`src/rtl/rpc_pkg.sv`:
```
// Shared types, codes and constants of the refill pump controller.
// Used by rpc_cfg, rpc_core and refill_pump_controller; depends on nothing.
package rpc_pkg;

  localparam int unsigned TIME_W     = 32;
  localparam int unsigned CFG_ADDR_W = 2;
  localparam int unsigned IN_DATA_W  = 40;
  localparam int unsigned OUT_DATA_W = 40;
  localparam int unsigned MAX_HOPS   = 4;

  localparam logic [TIME_W-1:0] DEBOUNCE_RESET = 32'd2000;
  localparam logic [TIME_W-1:0] CEILING_RESET  = 32'd120000;

  localparam logic [CFG_ADDR_W-1:0] CFG_DEBOUNCE = 2'd0;
  localparam logic [CFG_ADDR_W-1:0] CFG_CEILING  = 2'd1;

  typedef enum logic [1:0] {
    MODE_READ    = 2'd0,
    MODE_SERVICE = 2'd1,
    MODE_CLEAR   = 2'd2,
    MODE_RESTART = 2'd3
  } mode_e;

  typedef enum logic [2:0] {
    ST_IDLE    = 3'd0,
    ST_QUEUED  = 3'd1,
    ST_FILLING = 3'd2,
    ST_TIMEOUT = 3'd3,
    ST_FAULT   = 3'd4
  } ctrl_state_e;

  typedef enum logic [1:0] {
    ACT_NONE  = 2'd0,
    ACT_START = 2'd1,
    ACT_STOP  = 2'd2
  } action_e;

  typedef struct packed {
    logic [TIME_W-1:0] debounce_ms;
    logic [TIME_W-1:0] ceiling_ms;
  } cfg_t;

  typedef struct packed {
    mode_e             mode;
    logic [TIME_W-1:0] now_ms;
    logic              low_closed;
    logic              high_closed;
    logic              reading_valid;
    logic              dispense_open;
    logic              machine_idle;
  } item_t;

  typedef struct packed {
    action_e           action;
    ctrl_state_e       ctrl_state;
    logic              pump_running;
    logic [TIME_W-1:0] pumped_total;
  } result_t;

endpackage

```
`src/rtl/refill_pump_controller.sv`:
```
// Refill pump controller: top level with input register, core and result register.
// Depends on rpc_pkg, rpc_cfg and rpc_core.
//
// Items arrive on the s_axis channel: tuser carries the mode (reading, service,
// clear, restart), tdata the time and the switch and machine flags. Every item
// gives exactly one result on the m_axis channel: pump action, controller state,
// relay state and the pumping time of the current draw.
// An item is captured in the input register at acceptance and evaluated by the
// core from that register. When the result register is free, the core updates
// its state and loads the result register at the same edge, and the result is
// then offered on m_axis from the result register.
// While the receiver does not stall, one item is taken every cycle; each item's
// state update completes at its own step, so the next item sees it without a bubble.
// When the receiver stalls, the result register holds its transaction and the
// input register holds at most one more item; s_axis_tready drops only while
// both are full. Configuration writes on the cfg channel are always accepted
// and take effect on the next cycle; write them only while no item is in flight.
// Reset clears the controller to idle with the pump off and no valid reading,
// and loads the debounce and ceiling defaults.
module refill_pump_controller (
  input  logic                           clk_i,
  input  logic                           rst_ni,
  input  logic                           s_axis_tvalid,
  output logic                           s_axis_tready,
  // [31:0] now_ms, [32] low_closed, [33] high_closed, [34] reading_valid,
  // [35] dispense_open, [36] machine_idle, [39:37] zero
  input  logic [rpc_pkg::IN_DATA_W-1:0]  s_axis_tdata,
  // [1:0] mode
  input  logic [1:0]                     s_axis_tuser,
  output logic                           m_axis_tvalid,
  input  logic                           m_axis_tready,
  // [1:0] action, [4:2] ctrl_state, [5] pump_running, [37:6] pumped_total,
  // [39:38] zero
  output logic [rpc_pkg::OUT_DATA_W-1:0] m_axis_tdata,
  input  logic                           cfg_valid_i,
  output logic                           cfg_ready_o,
  input  logic [rpc_pkg::CFG_ADDR_W-1:0] cfg_addr_i,
  input  logic [rpc_pkg::TIME_W-1:0]     cfg_data_i
);

  rpc_pkg::cfg_t    cfg;
  rpc_pkg::item_t   in_item;
  rpc_pkg::item_t   item_q;
  logic             item_valid_q, item_valid_d;
  rpc_pkg::result_t result;
  rpc_pkg::result_t out_q;
  logic             out_valid_q, out_valid_d;
  logic             accept;
  logic             out_free;
  logic             step;

  rpc_cfg u_cfg (
    .clk_i       (clk_i),
    .rst_ni      (rst_ni),
    .cfg_valid_i (cfg_valid_i),
    .cfg_ready_o (cfg_ready_o),
    .cfg_addr_i  (cfg_addr_i),
    .cfg_data_i  (cfg_data_i),
    .cfg_o       (cfg)
  );

  assign in_item.mode          = rpc_pkg::mode_e'(s_axis_tuser);
  assign in_item.now_ms        = s_axis_tdata[31:0];
  assign in_item.low_closed    = s_axis_tdata[32];
  assign in_item.high_closed   = s_axis_tdata[33];
  assign in_item.reading_valid = s_axis_tdata[34];
  assign in_item.dispense_open = s_axis_tdata[35];
  assign in_item.machine_idle  = s_axis_tdata[36];

  assign out_free      = !out_valid_q || m_axis_tready;
  assign step          = item_valid_q && out_free;
  assign s_axis_tready = !item_valid_q || out_free;
  assign accept        = s_axis_tvalid && s_axis_tready;

  assign item_valid_d = accept ? 1'b1 : (step ? 1'b0 : item_valid_q);
  assign out_valid_d  = step ? 1'b1 : (m_axis_tready ? 1'b0 : out_valid_q);

  always_ff @(posedge clk_i or negedge rst_ni) begin
    if (!rst_ni) begin
      item_valid_q <= 1'b0;
      out_valid_q  <= 1'b0;
    end else begin
      item_valid_q <= item_valid_d;
      out_valid_q  <= out_valid_d;
    end
  end

  always_ff @(posedge clk_i) begin
    if (accept) begin
      item_q <= in_item;
    end
    if (step) begin
      out_q <= result;
    end
  end

  rpc_core u_core (
    .clk_i    (clk_i),
    .rst_ni   (rst_ni),
    .step_i   (step),
    .item_i   (item_q),
    .cfg_i    (cfg),
    .result_o (result)
  );

  assign m_axis_tvalid = out_valid_q;
  assign m_axis_tdata  = {2'b00, out_q.pumped_total, out_q.pump_running,
                          out_q.ctrl_state, out_q.action};

  // The relay flag always agrees with the filling state in a delivered result.
  assert property (@(posedge clk_i) disable iff (!rst_ni)
    m_axis_tvalid |-> (out_q.pump_running == (out_q.ctrl_state == rpc_pkg::ST_FILLING)))
    else $error("pump_running disagrees with ctrl_state");

  // A start edge can only be reported together with a filling state.
  assert property (@(posedge clk_i) disable iff (!rst_ni)
    (m_axis_tvalid && out_q.action == rpc_pkg::ACT_START)
      |-> (out_q.ctrl_state == rpc_pkg::ST_FILLING))
    else $error("start action without filling");

  // A restart always yields an idle result with the pump off and no pumped time.
  assert property (@(posedge clk_i) disable iff (!rst_ni)
    (step && item_q.mode == rpc_pkg::MODE_RESTART)
      |=> (out_q.ctrl_state == rpc_pkg::ST_IDLE && !out_q.pump_running
           && out_q.pumped_total == '0))
    else $error("restart did not clear the controller");

  // The input side stalls only when both registers hold a transaction.
  assert property (@(posedge clk_i) disable iff (!rst_ni)
    !s_axis_tready |-> (item_valid_q && out_valid_q && !m_axis_tready))
    else $error("input stalled without a full pipeline");

endmodule

```
`src/rtl/rpc_cfg.sv`:
```
// Configuration registers of the refill pump controller (debounce and ceiling).
// Depends on rpc_pkg.
module rpc_cfg (
  input  logic                           clk_i,
  input  logic                           rst_ni,
  input  logic                           cfg_valid_i,
  output logic                           cfg_ready_o,
  input  logic [rpc_pkg::CFG_ADDR_W-1:0] cfg_addr_i,
  input  logic [rpc_pkg::TIME_W-1:0]     cfg_data_i,
  output rpc_pkg::cfg_t                  cfg_o
);

  rpc_pkg::cfg_t cfg_q, cfg_d;

  assign cfg_ready_o = 1'b1;
  assign cfg_o       = cfg_q;

  always_comb begin
    cfg_d = cfg_q;
    if (cfg_valid_i) begin
      case (cfg_addr_i)
        rpc_pkg::CFG_DEBOUNCE: cfg_d.debounce_ms = cfg_data_i;
        rpc_pkg::CFG_CEILING:  cfg_d.ceiling_ms  = cfg_data_i;
        default:               cfg_d             = cfg_q;
      endcase
    end
  end

  always_ff @(posedge clk_i or negedge rst_ni) begin
    if (!rst_ni) begin
      cfg_q.debounce_ms <= rpc_pkg::DEBOUNCE_RESET;
      cfg_q.ceiling_ms  <= rpc_pkg::CEILING_RESET;
    end else begin
      cfg_q <= cfg_d;
    end
  end

endmodule

```
`src/rtl/rpc_core.sv`:
```
// Controller state and the single-pass update for one item.
// Depends on rpc_pkg; the result is registered by the top level.
module rpc_core (
  input  logic             clk_i,
  input  logic             rst_ni,
  input  logic             step_i,
  input  rpc_pkg::item_t   item_i,
  input  rpc_pkg::cfg_t    cfg_i,
  output rpc_pkg::result_t result_o
);

  rpc_pkg::ctrl_state_e      state_q, state_d;
  logic                      pump_q, pump_d;
  logic                      rd_low_q, rd_low_d;
  logic                      rd_high_q, rd_high_d;
  logic                      rd_valid_q, rd_valid_d;
  logic                      low_pend_q, low_pend_d;
  logic [rpc_pkg::TIME_W-1:0] low_start_q, low_start_d;
  logic [rpc_pkg::TIME_W-1:0] accum_q, accum_d;
  logic [rpc_pkg::TIME_W-1:0] seg_start_q, seg_start_d;

  logic [rpc_pkg::TIME_W-1:0] now;
  logic [rpc_pkg::TIME_W-1:0] live_total;
  logic [rpc_pkg::TIME_W-1:0] low_elapsed;
  logic [rpc_pkg::TIME_W-1:0] accum1;
  logic                      was_filling;
  logic                      over_ceiling;
  logic                      ceiling_zero;
  logic                      debounced;
  logic                      fault_cond;
  rpc_pkg::ctrl_state_e      hop_st, hop_nxt;
  logic                      hop_zeroed, hop_moved, hop_done;

  assign now          = item_i.now_ms;
  assign was_filling  = (state_q == rpc_pkg::ST_FILLING);
  assign live_total   = accum_q + (now - seg_start_q);
  assign low_elapsed  = now - low_start_q;
  assign debounced    = low_pend_q && (low_elapsed >= cfg_i.debounce_ms);
  assign accum1       = was_filling ? live_total : accum_q;
  assign over_ceiling = (accum1 >= cfg_i.ceiling_ms);
  assign ceiling_zero = (cfg_i.ceiling_ms == '0);
  assign fault_cond   = rd_valid_q && rd_low_q && rd_high_q;

  // Service transitions, at most four hops. Inputs to the decisions are fixed
  // for the whole pass; only the state and whether the draw total was zeroed
  // on entering queued change from hop to hop.
  always_comb begin
    hop_st     = state_q;
    hop_nxt    = state_q;
    hop_zeroed = 1'b0;
    hop_moved  = 1'b0;
    hop_done   = 1'b0;
    for (int h = 0; h < rpc_pkg::MAX_HOPS; h++) begin
      if (!hop_done) begin
        hop_nxt = hop_st;
        if (fault_cond) begin
          hop_nxt = rpc_pkg::ST_FAULT;
        end else begin
          case (hop_st)
            rpc_pkg::ST_IDLE: begin
              if (debounced) begin
                hop_nxt    = rpc_pkg::ST_QUEUED;
                hop_zeroed = 1'b1;
              end
            end
            rpc_pkg::ST_QUEUED: begin
              if (!rd_valid_q || rd_high_q) begin
                hop_nxt = rpc_pkg::ST_IDLE;
              end else if (!item_i.dispense_open && item_i.machine_idle) begin
                hop_nxt = rpc_pkg::ST_FILLING;
              end
            end
            rpc_pkg::ST_FILLING: begin
              if (item_i.dispense_open || !item_i.machine_idle || !rd_valid_q) begin
                hop_nxt = rpc_pkg::ST_QUEUED;
              end else if (rd_high_q) begin
                hop_nxt = rpc_pkg::ST_IDLE;
              end else if (hop_zeroed ? ceiling_zero : over_ceiling) begin
                hop_nxt = rpc_pkg::ST_TIMEOUT;
              end
            end
            default: hop_nxt = hop_st;
          endcase
        end
        if (hop_nxt == hop_st) begin
          hop_done = 1'b1;
        end else begin
          hop_moved = 1'b1;
        end
        hop_st = hop_nxt;
      end
    end
  end

  always_comb begin
    state_d     = state_q;
    pump_d      = pump_q;
    rd_low_d    = rd_low_q;
    rd_high_d   = rd_high_q;
    rd_valid_d  = rd_valid_q;
    low_pend_d  = low_pend_q;
    low_start_d = low_start_q;
    accum_d     = accum_q;
    seg_start_d = seg_start_q;

    result_o.action       = rpc_pkg::ACT_NONE;
    result_o.ctrl_state   = state_q;
    result_o.pump_running = pump_q;
    result_o.pumped_total = was_filling ? live_total : accum_q;

    case (item_i.mode)
      rpc_pkg::MODE_READ: begin
        if (item_i.reading_valid && item_i.low_closed && !item_i.high_closed) begin
          if (!low_pend_q) begin
            low_pend_d  = 1'b1;
            low_start_d = now;
          end
        end else begin
          low_pend_d = 1'b0;
        end
        rd_low_d   = item_i.low_closed;
        rd_high_d  = item_i.high_closed;
        rd_valid_d = item_i.reading_valid;
      end
      rpc_pkg::MODE_SERVICE: begin
        state_d = hop_st;
        accum_d = hop_zeroed ? '0 : accum1;
        pump_d  = (hop_st == rpc_pkg::ST_FILLING);
        if (hop_moved || was_filling) begin
          seg_start_d = now;
        end
        if (pump_d && !pump_q) begin
          result_o.action = rpc_pkg::ACT_START;
        end else if (!pump_d && pump_q) begin
          result_o.action = rpc_pkg::ACT_STOP;
        end
        result_o.ctrl_state   = state_d;
        result_o.pump_running = pump_d;
        // Any final filling state restarted its segment at now, so nothing is live.
        result_o.pumped_total = accum_d;
      end
      rpc_pkg::MODE_CLEAR: begin
        if (state_q == rpc_pkg::ST_TIMEOUT || state_q == rpc_pkg::ST_FAULT) begin
          state_d               = rpc_pkg::ST_IDLE;
          accum_d               = '0;
          seg_start_d           = now;
          result_o.ctrl_state   = rpc_pkg::ST_IDLE;
          result_o.pumped_total = '0;
        end
      end
      rpc_pkg::MODE_RESTART: begin
        state_d               = rpc_pkg::ST_IDLE;
        pump_d                = 1'b0;
        rd_low_d              = 1'b0;
        rd_high_d             = 1'b0;
        rd_valid_d            = 1'b0;
        low_pend_d            = 1'b0;
        low_start_d           = '0;
        accum_d               = '0;
        seg_start_d           = now;
        result_o.ctrl_state   = rpc_pkg::ST_IDLE;
        result_o.pump_running = 1'b0;
        result_o.pumped_total = '0;
      end
      default: begin
        state_d = state_q;
      end
    endcase
  end

  always_ff @(posedge clk_i or negedge rst_ni) begin
    if (!rst_ni) begin
      state_q     <= rpc_pkg::ST_IDLE;
      pump_q      <= 1'b0;
      rd_low_q    <= 1'b0;
      rd_high_q   <= 1'b0;
      rd_valid_q  <= 1'b0;
      low_pend_q  <= 1'b0;
      low_start_q <= '0;
      accum_q     <= '0;
      seg_start_q <= '0;
    end else if (step_i) begin
      state_q     <= state_d;
      pump_q      <= pump_d;
      rd_low_q    <= rd_low_d;
      rd_high_q   <= rd_high_d;
      rd_valid_q  <= rd_valid_d;
      low_pend_q  <= low_pend_d;
      low_start_q <= low_start_d;
      accum_q     <= accum_d;
      seg_start_q <= seg_start_d;
    end
  end

endmodule

```
`config.mk`:
```
export PLATFORM = sky130hd
export DESIGN_NAME = refill_pump_controller
export DESIGN_NICKNAME = d
export VERILOG_FILES = /design/src/rtl/rpc_pkg.sv /design/src/rtl/refill_pump_controller.sv /design/src/rtl/rpc_cfg.sv /design/src/rtl/rpc_core.sv
export SDC_FILE = /design/constraint.sdc
export NUM_CORES = 1
export LEC_CHECK = 0
export ABC_AREA = 1
export BUFFER_PORTS_ARGS = -buffer_cell sky130_fd_sc_hd__buf_2
export CAP_MARGIN = 20
export CORE_ASPECT_RATIO = 0.7
export CORE_MARGIN = 2
export CORE_UTILIZATION = 55
export CTS_CLUSTER_DIAMETER = 200
export DETAILED_ROUTE_END_ITERATION = 6
export GPL_TIMING_DRIVEN = 0
export PLACE_DENSITY_LB_ADDON = 0.1
export SLEW_MARGIN = 5
export SYNTH_ARGS = -nofsm -noshare
export SYNTH_HDL_FRONTEND = slang
export SYNTH_SLANG_ARGS = --single-unit
```
`constraint.sdc`:
```
create_clock -name clk_i -period 5.1 [get_ports clk_i]
set_input_delay 1.02 -clock clk_i [delete_from_list [all_inputs] [get_ports clk_i]]
set_output_delay 1.02 -clock clk_i [all_outputs]
set_load 0.05 [all_outputs]
```
# Word level (Yosys, flattened, before mapping)
# Cells that the tools add are included.
# Widths: inputs -> output; s select.
[classes]
bitwise = 1
addsub = 3
reduce_logical = 43
order_cmp = 2
mux = 94
n_eq_ne = 23
[op_table]
columns = ["op", "count"]
rows = [
  ["$pmux 32 s3", 3],
  ["$mux 32", 8],
  ["$mux 3", 35],
  ["$ge 32x32->1", 2],
  ["$pmux 32 s2", 1],
  ["$sub 32x32->32", 2],
  ["$pmux 3 s3", 5],
  ["$mux 1", 36],
  ["$add 32x32->32", 1],
  ["$logic_not 32->1", 1],
  ["$eq 3x2->1 const B", 6],
  ["$eq 3x1->1 const B", 4],
  ["$eq 3x3->1", 4],
  ["$logic_not 3->1", 4],
  ["$logic_and 1x1->1", 10],
  ["$pmux 1 s2", 5],
  ["$logic_not 1->1", 8],
  ["$reduce_and 4->1", 2],
  ["$logic_or 1x1->1", 7],
  ["$ne 2x1->1 const B", 3],
  ["$reduce_and 2->1", 3],
  ["$reduce_bool 2->1", 3],
  ["$eq 2x1->1 const B", 2],
  ["$eq 2x2->1 const B", 2],
  ["8 further kinds", 9],
]
[totals]
wordCells = 191
input_bits = 81
output_inout_bits = 43
regBits = 247

# Longest topological paths before layout
[depth]
ltp_word = 35
mapped_depth = 49
ltp_nobuf = 49

# By module
# From an unflattened synthesis, not the netlist that was laid out.
[hier_totals]
hier_cells = 1863
hier_area_um2 = 15800.2
[modules_own_cells]
columns = ["mod", "n_inst", "area_per_inst_um2", "cells_per_inst"]
rows = [
  ["rpc_core", 1, 10757.8, 1486],
  ["rpc_cfg", 1, 2616.3, 285],
  ["refill_pump_controller", 1, 2426.1, 92],
]

# Worst setup path after synthesis
# No wires, ideal clock.
[synth_timing]
path_kind = "register to register"
start = "reg item_q[6] in the netlist's numbering"
end = "reg out_q, in the netlist m_axis_tdata[2] (data pin)"
period_less_slack_ns = 5.386
slack_ns = -0.286
path_stages_with_launch = 44
setup_time_ns = 0.256
arrival_ns = 5.130
cell_sequence = "edfxtp_1 > inv_1 > fa_1 > inv_1 > fa_1 > nand3_1 > nand2_1 > a21oi_1 > o21bai_1 > nand3_1 > nor2_1 > nor2_1 > o21ai_2 > a21oi_2 > o21bai_2 > a21oi_2 > o21ai_1 > or2_0 > [8 not listed] > nand3_1 > nand2_1 > nand2_1 > nand2_2 > nand2_2 > nand2_1 > nor2_1 > nor2_1 > nand2_1 > nand2_2 > nand3_1 > nand2_1 > nor2_1 > nand2_1 > nand2_1 > nand2_1 > nand3_1 > o21ai_1"
[synth_lines]
columns = ["item", "line", "rtl"]
rows = [
  ["start: declaration", "refill_pump_controller.sv:43", "rpc_pkg::item_t item_q;"],
  ["start signal: assignment", "refill_pump_controller.sv:90", "item_q <= in_item;"],
  ["end signal: assignment", "refill_pump_controller.sv:93", "out_q <= result;"],
  ["end: declaration", "refill_pump_controller.sv:46", "rpc_pkg::result_t out_q;"],
]

# Final worst setup path
[layout_timing]
start = "reg item_q[6] in the netlist's numbering"
end = "reg u_core.accum_q[16] in the netlist's numbering"
[layout_between]
elab_chain_len = 29
[layout_lines]
columns = ["item", "line", "rtl"]
rows = [
  ["$sub 32x32->32", "rpc_core.sv:36", "assign live_total = accum_q + (now - seg_start_q);"],
  ["$add 32x32->32", "rpc_core.sv:36", ""],
  ["$mux 32", "rpc_core.sv:39", "assign accum1 = was_filling ? live_total : accum_q;"],
  ["$ge 32x32->1", "rpc_core.sv:40", "assign over_ceiling = (accum1 >= cfg_i.ceiling_ms);"],
  ["$mux 3", "rpc_core.sv:78", "end else if (hop_zeroed ? ceiling_zero : over_ceiling) begin"],
  ["$mux 3", "rpc_core.sv:76", "end else if (rd_high_q) begin"],
  ["$mux 3", "rpc_core.sv:74", "if (item_i.dispense_open || !item_i.machine_idle || !rd_valid_q) begin"],
  ["$pmux 3 s3", "rpc_core.sv:59", "case (hop_st)"],
  ["[12 not listed]", "n/a", ""],
  ["$mux 3", "rpc_core.sv:56", "if (fault_cond) begin"],
  ["$mux 3 (2 in a row)", "rpc_core.sv:54", "if (!hop_done) begin"],
  ["$logic_not 3->1", "rpc_core.sv:59", ""],
  ["$mux 1", "rpc_core.sv:59", ""],
  ["$mux 1", "rpc_core.sv:56", ""],
  ["$mux 1", "rpc_core.sv:54", ""],
  ["$mux 32 (*)", "rpc_core.sv:127", "accum_d = hop_zeroed ? '0 : accum1;"],
  ["$pmux 32 s3 (*)", "rpc_core.sv:111", "case (item_i.mode)"],
  ["end signal: assignment", "rpc_core.sv:190", "accum_q <= accum_d;"],
  ["end: declaration", "rpc_core.sv:19", "logic [rpc_pkg::TIME_W-1:0] accum_q, accum_d;"],
]
# Mark *: on every way between the ends. The rest lies on a longest branch, timed or not. The select of a mux whose other input is x is not followed.
# A chain may end at the register's enable or synchronous reset.

==> impl_metrics.py <==
metrics = {
    "outcome": {
        "status": "complete, but fails checks",
        "violations": "setup timing",
    },
    "yosys": {
        "synth-seq-cells": 247,
        "syn_inst": 1808,
        "async_flop_share_pct": 68.8,
        "synth_edf_count": 77,
        "synth.most_common_cell": "inv_1",
        "ys.warnings.count": 0,
        "synth_ff_type": "dfrtp_1",
        "synth_top_area_share_pct": 25.1,
        "syn_area_mm2": 0.0156,
        "syn_area_per_cell_um2": 8.65,
        "synth_area_leaders": "dfrtp_1 25%, edfxtp_1 15%, ha_1 10%",
        "ys_types": 55,
        "yosys-top-cells-count": "368 x inv_1, 340 x nand2_1, 165 x o21ai_0",
        "yosysSeqAreaShare_pct": 42.1,
        "synth_largest_area_cell": "dfrtp_1",
    },
    "layout": {
        "drive_gt1_share_pct": 27.7,
        "antenna_cells": 0,
        "final_cell_area_mm2": 0.0199,
        "nNetsFinal": 2343,
        "final_cells": 2490,
        "layout-area-overhead-vs-synth_pct": 27.6,
    },
    "route": {
        "route.detailed.drc": 0,
        "drtPass1Iterations": 5,
        "drt_iter0_markers": 1124,
        "num_vias": 13600,
        "drt_wl_total_um": 46800,
        "drt-wirelength-per-cell_um": 18.8,
        "vias_per_cell": 5.47,
        "postRouteAntennaNets": 0,
    },
    "sta": {
        "max_slew_margin_pct": 30.0,
        "finalHoldViolCount": 0,
        "fin_skew_ns": 0.0144,
        "min_period_over_period_pct": 120,
        "layout_setup_ws_ns": -1.02,
        "final_max_slew_viol_count": 0,
        "worst_slew_pin_slew_ns": 1.04,
        "period_needed_ns": 6.12,
        "rsz0062_at_grt": "true",
        "setup_violations": 104,
        "fin_hold_ws_ns": 0.467,
        "fmax_ghz": 0.163,
    },
    "place": {
        "port-buffer-count": 117,
        "gp_congestion": 0.921,
        "post-place-cells": 2300,
        "hpwl_um": 32400,
        "place_area_mm2": 0.0168,
    },
    "critical_path": {
        "end_kind": "flop",
        "critPathMaxFanout": 10,
        "critical-path-slowest-cell": "fa_1",
        "required_ns": 5.57,
        "cp-start-kind": "flop",
        "crit_arrival_ns": 6.58,
        "crit_type": "flop to flop",
        "max_stage_delay_ns": 0.52,
    },
    "clocking": {
        "clockRootBuffer": "clkbuf_16",
        "cts_sinks": 247,
        "hold_buffers": 0,
        "insertion_delay_ns": 0.56,
        "clkTransAtPathRegs_ns": 0.07,
        "cts_tree": "built",
        "ctsLongestPathBuffers": 3,
        "cts_buffers": 27,
        "htree_levels": 1,
    },
    "die": {
        "start_util_pct": 56.1,
        "die_w_um": 205,
        "ios": 124,
        "std_cell_rows": 51,
        "die_h_um": 145,
        "core_area_mm2": 0.0279,
        "die-area_mm2": 0.0298,
    },
    "pwr": {
        "powerDensity_mw_per_mm2": 683,
        "p_clk_share_pct": 14.7,
        "vdd_drop_max_mv": 0.290,
        "p_leak_nw": 9.94,
        "combPwrFrac_pct": 63.7,
        "netSwitchingPower_mw": 6.24,
        "p_seq_share_pct": 21.7,
        "p_int_mw": 7.39,
        "sw_frac_of_total_pct": 45.8,
    },
    "global_routing": {
        "grt_max_degree": 90,
        "grt_pass1_wl_um": 71300,
        "antenna_found_initial": 0,
        "grt_usage_pct": 31.0,
        "grt.overflow.total": 0,
        "grt_pass1_vias": 13100,
    },
    "hold_path": {
        "hold_path.class": "input pin to asynchronous set/reset pin",
    },
    "run": {
        "max_cap_violations": 0,
    },
}
worst max-delay path, delay by kind of cell (launching register included):
family | cells | cell delay (ns)
and+or+nand+nor | 24 | 2.21
buffers and inverters | 7 | 0.84
AOI/OAI and AO/OA | 10 | 1.36
DFF | 1 | 0.43
adders and majority gates | 3 | 1.17
final timing paths:
check | from | to | slack (ns) | cells past startpoint
worst max-delay path | item_q[6]$_DFFE_PP_ | u_core.accum_q[16]$_DFFE_PN0P_ | -1.02 | 44
worst min-delay path | rst_ni | u_core.seg_start_q[1]$_DFFE_PN0P_ | 0.47 | 1
worst max register to register | item_q[6]$_DFFE_PP_ | u_core.accum_q[16]$_DFFE_PN0P_ | -1.02 | 44
worst min register to register | u_cfg.cfg_o[24]$_DFFE_PN0P_ | u_cfg.cfg_o[24]$_DFFE_PN0P_ | 0.48 | 2
max in group asynchronous | rst_ni | u_cfg.cfg_o[16]$_DFFE_PN1P_ | 3.71 | 2
min in group clk_i | u_cfg.cfg_o[24]$_DFFE_PN0P_ | u_cfg.cfg_o[24]$_DFFE_PN0P_ | 0.48 | 2
registers in the layout (all words and copies together) (netlist names):
register / cells
u_core.seg_start_q: 32
m_axis_tdata: 38
item_q: 39
m_axis_tvalid: 1
u_core.accum_q: 32
u_core.rd_low_q: 1
item_valid_q: 1
u_core.rd_high_q: 1
u_cfg.cfg_o: 64
u_core.rd_valid_q: 1
u_core.low_pend_q: 1
u_core.low_start_q: 32
u_core.pump_q: 1
u_core.state_q: 3
cell usage in the layout (no fill, tap or decap), types with 7 or more instances in the layout:
master     netlist  layout
buf_12           0      10
xnor2_1         24      24
ha_1           131     123
xor2_1          34      32
buf_6            6      17
o21ai_1          4      18
nor2_2           9      22
nor2_4           0      20
o21ai_2         10      31
inv_1          368     353
dfstp_2         13      13
o22ai_2         30      31
buf_4            3     117
nor2_1          90      57
fa_1            32      31
inv_2            6      20
o21a_1           7       7
nand3_1         58      50
ha_4             0       8
o21ai_0        165     130
nand2_2          5      43
dfrtp_1        157     157
nand4_1         21      21
nand2_1        340     278
nand2_4          0      24
clkbuf_1        33      36
buf_2            5     118
clkbuf_16        0      33
a21oi_1        105      92
a21oi_2          5      15
edfxtp_1        77      77
nor3_1          10      10
a21boi_2         5       8
area by class of cell:
| class | instances | area [µm²] |
|---|---|---|
| multi-input cells | 1141 | 8300 |
| fillers | 2139 | 7940 |
| flip-flops and latches | 247 | 6580 |
| repair buffers | 261 | 1960 |
| inverters | 375 | 1420 |
| clock buffers | 34 | 712 |
| well taps | 371 | 464 |
| plain buffers | 46 | 343 |
| clock inverters | 15 | 171 |
routing by layer:
| layer | global-route usage, % | part of all wire, % | vias up |
|---|---|---|---|
| li1 | - | - | 6424 |
| met1 | 48.9 | 47 | 6567 |
| met2 | 44.9 | 42 | 564 |
| met3 | 4.78 | 8.6 | 70 |
| met4 | 6.19 | 2.0 | 0 |
| met5 | 0 | 0 | - |
cells by family (layout without fill, tap and decap cells):
kind of cell	after synthesis	after routing	synth area share [%]
other	2	3	0.0480
AO/OA/AOI/OAI	366	366	14.5
flip-flops	247	247	42.1
multiplexers	1	1	0.0720
AND/OR/NAND/NOR	549	550	14.9
adder cells (fa/ha/maj)	163	163	14.6
XOR/XNOR	58	58	3.25
buffers and inverters	422	731	10.5
power by group through the flow:
stage | logic [mW] | registers (mW) | clock network, mW
2_1_floorplan | 4.95 | 3.08 | 0
3_3_place_gp | 6.47 | 2.92 | 0
3_5_place_dp | 6.64 | 2.93 | 0
4_1_cts | 7.89 | 2.90 | 2.02
5_1_grt | 9.52 | 3.01 | 2.11
6_report | 8.68 | 2.95 | 2.00
timing repair:
action | CTS | global route
resized for setup | 185 | 114
pin swaps | 51 | 54
setup endpoints to repair | 104 | 104
setup buffers | 108 | 23
cloned | 5 | 5
stage by stage:
| step | setup TNS, ns | total power [mW] | setup slack (ns) | util, % |
|---|---|---|---|---|
| 6_report | -94.70 | 13.6 | -1.02 | 71.5 |
| 5_1_grt | -122.05 | 14.6 | -1.31 | 71.5 |
| 4_1_cts | -73.87 | 12.8 | -0.794 | 69.1 |
| 3_5_place_dp | -149.35 | 9.58 | -1.54 | 60.3 |
| 3_3_place_gp | -143.66 | 9.39 | -1.49 | 60.1 |
| 2_1_floorplan | -7.36 | 8.03 | -0.184 | - |
(Power assumes the default switching activity.)
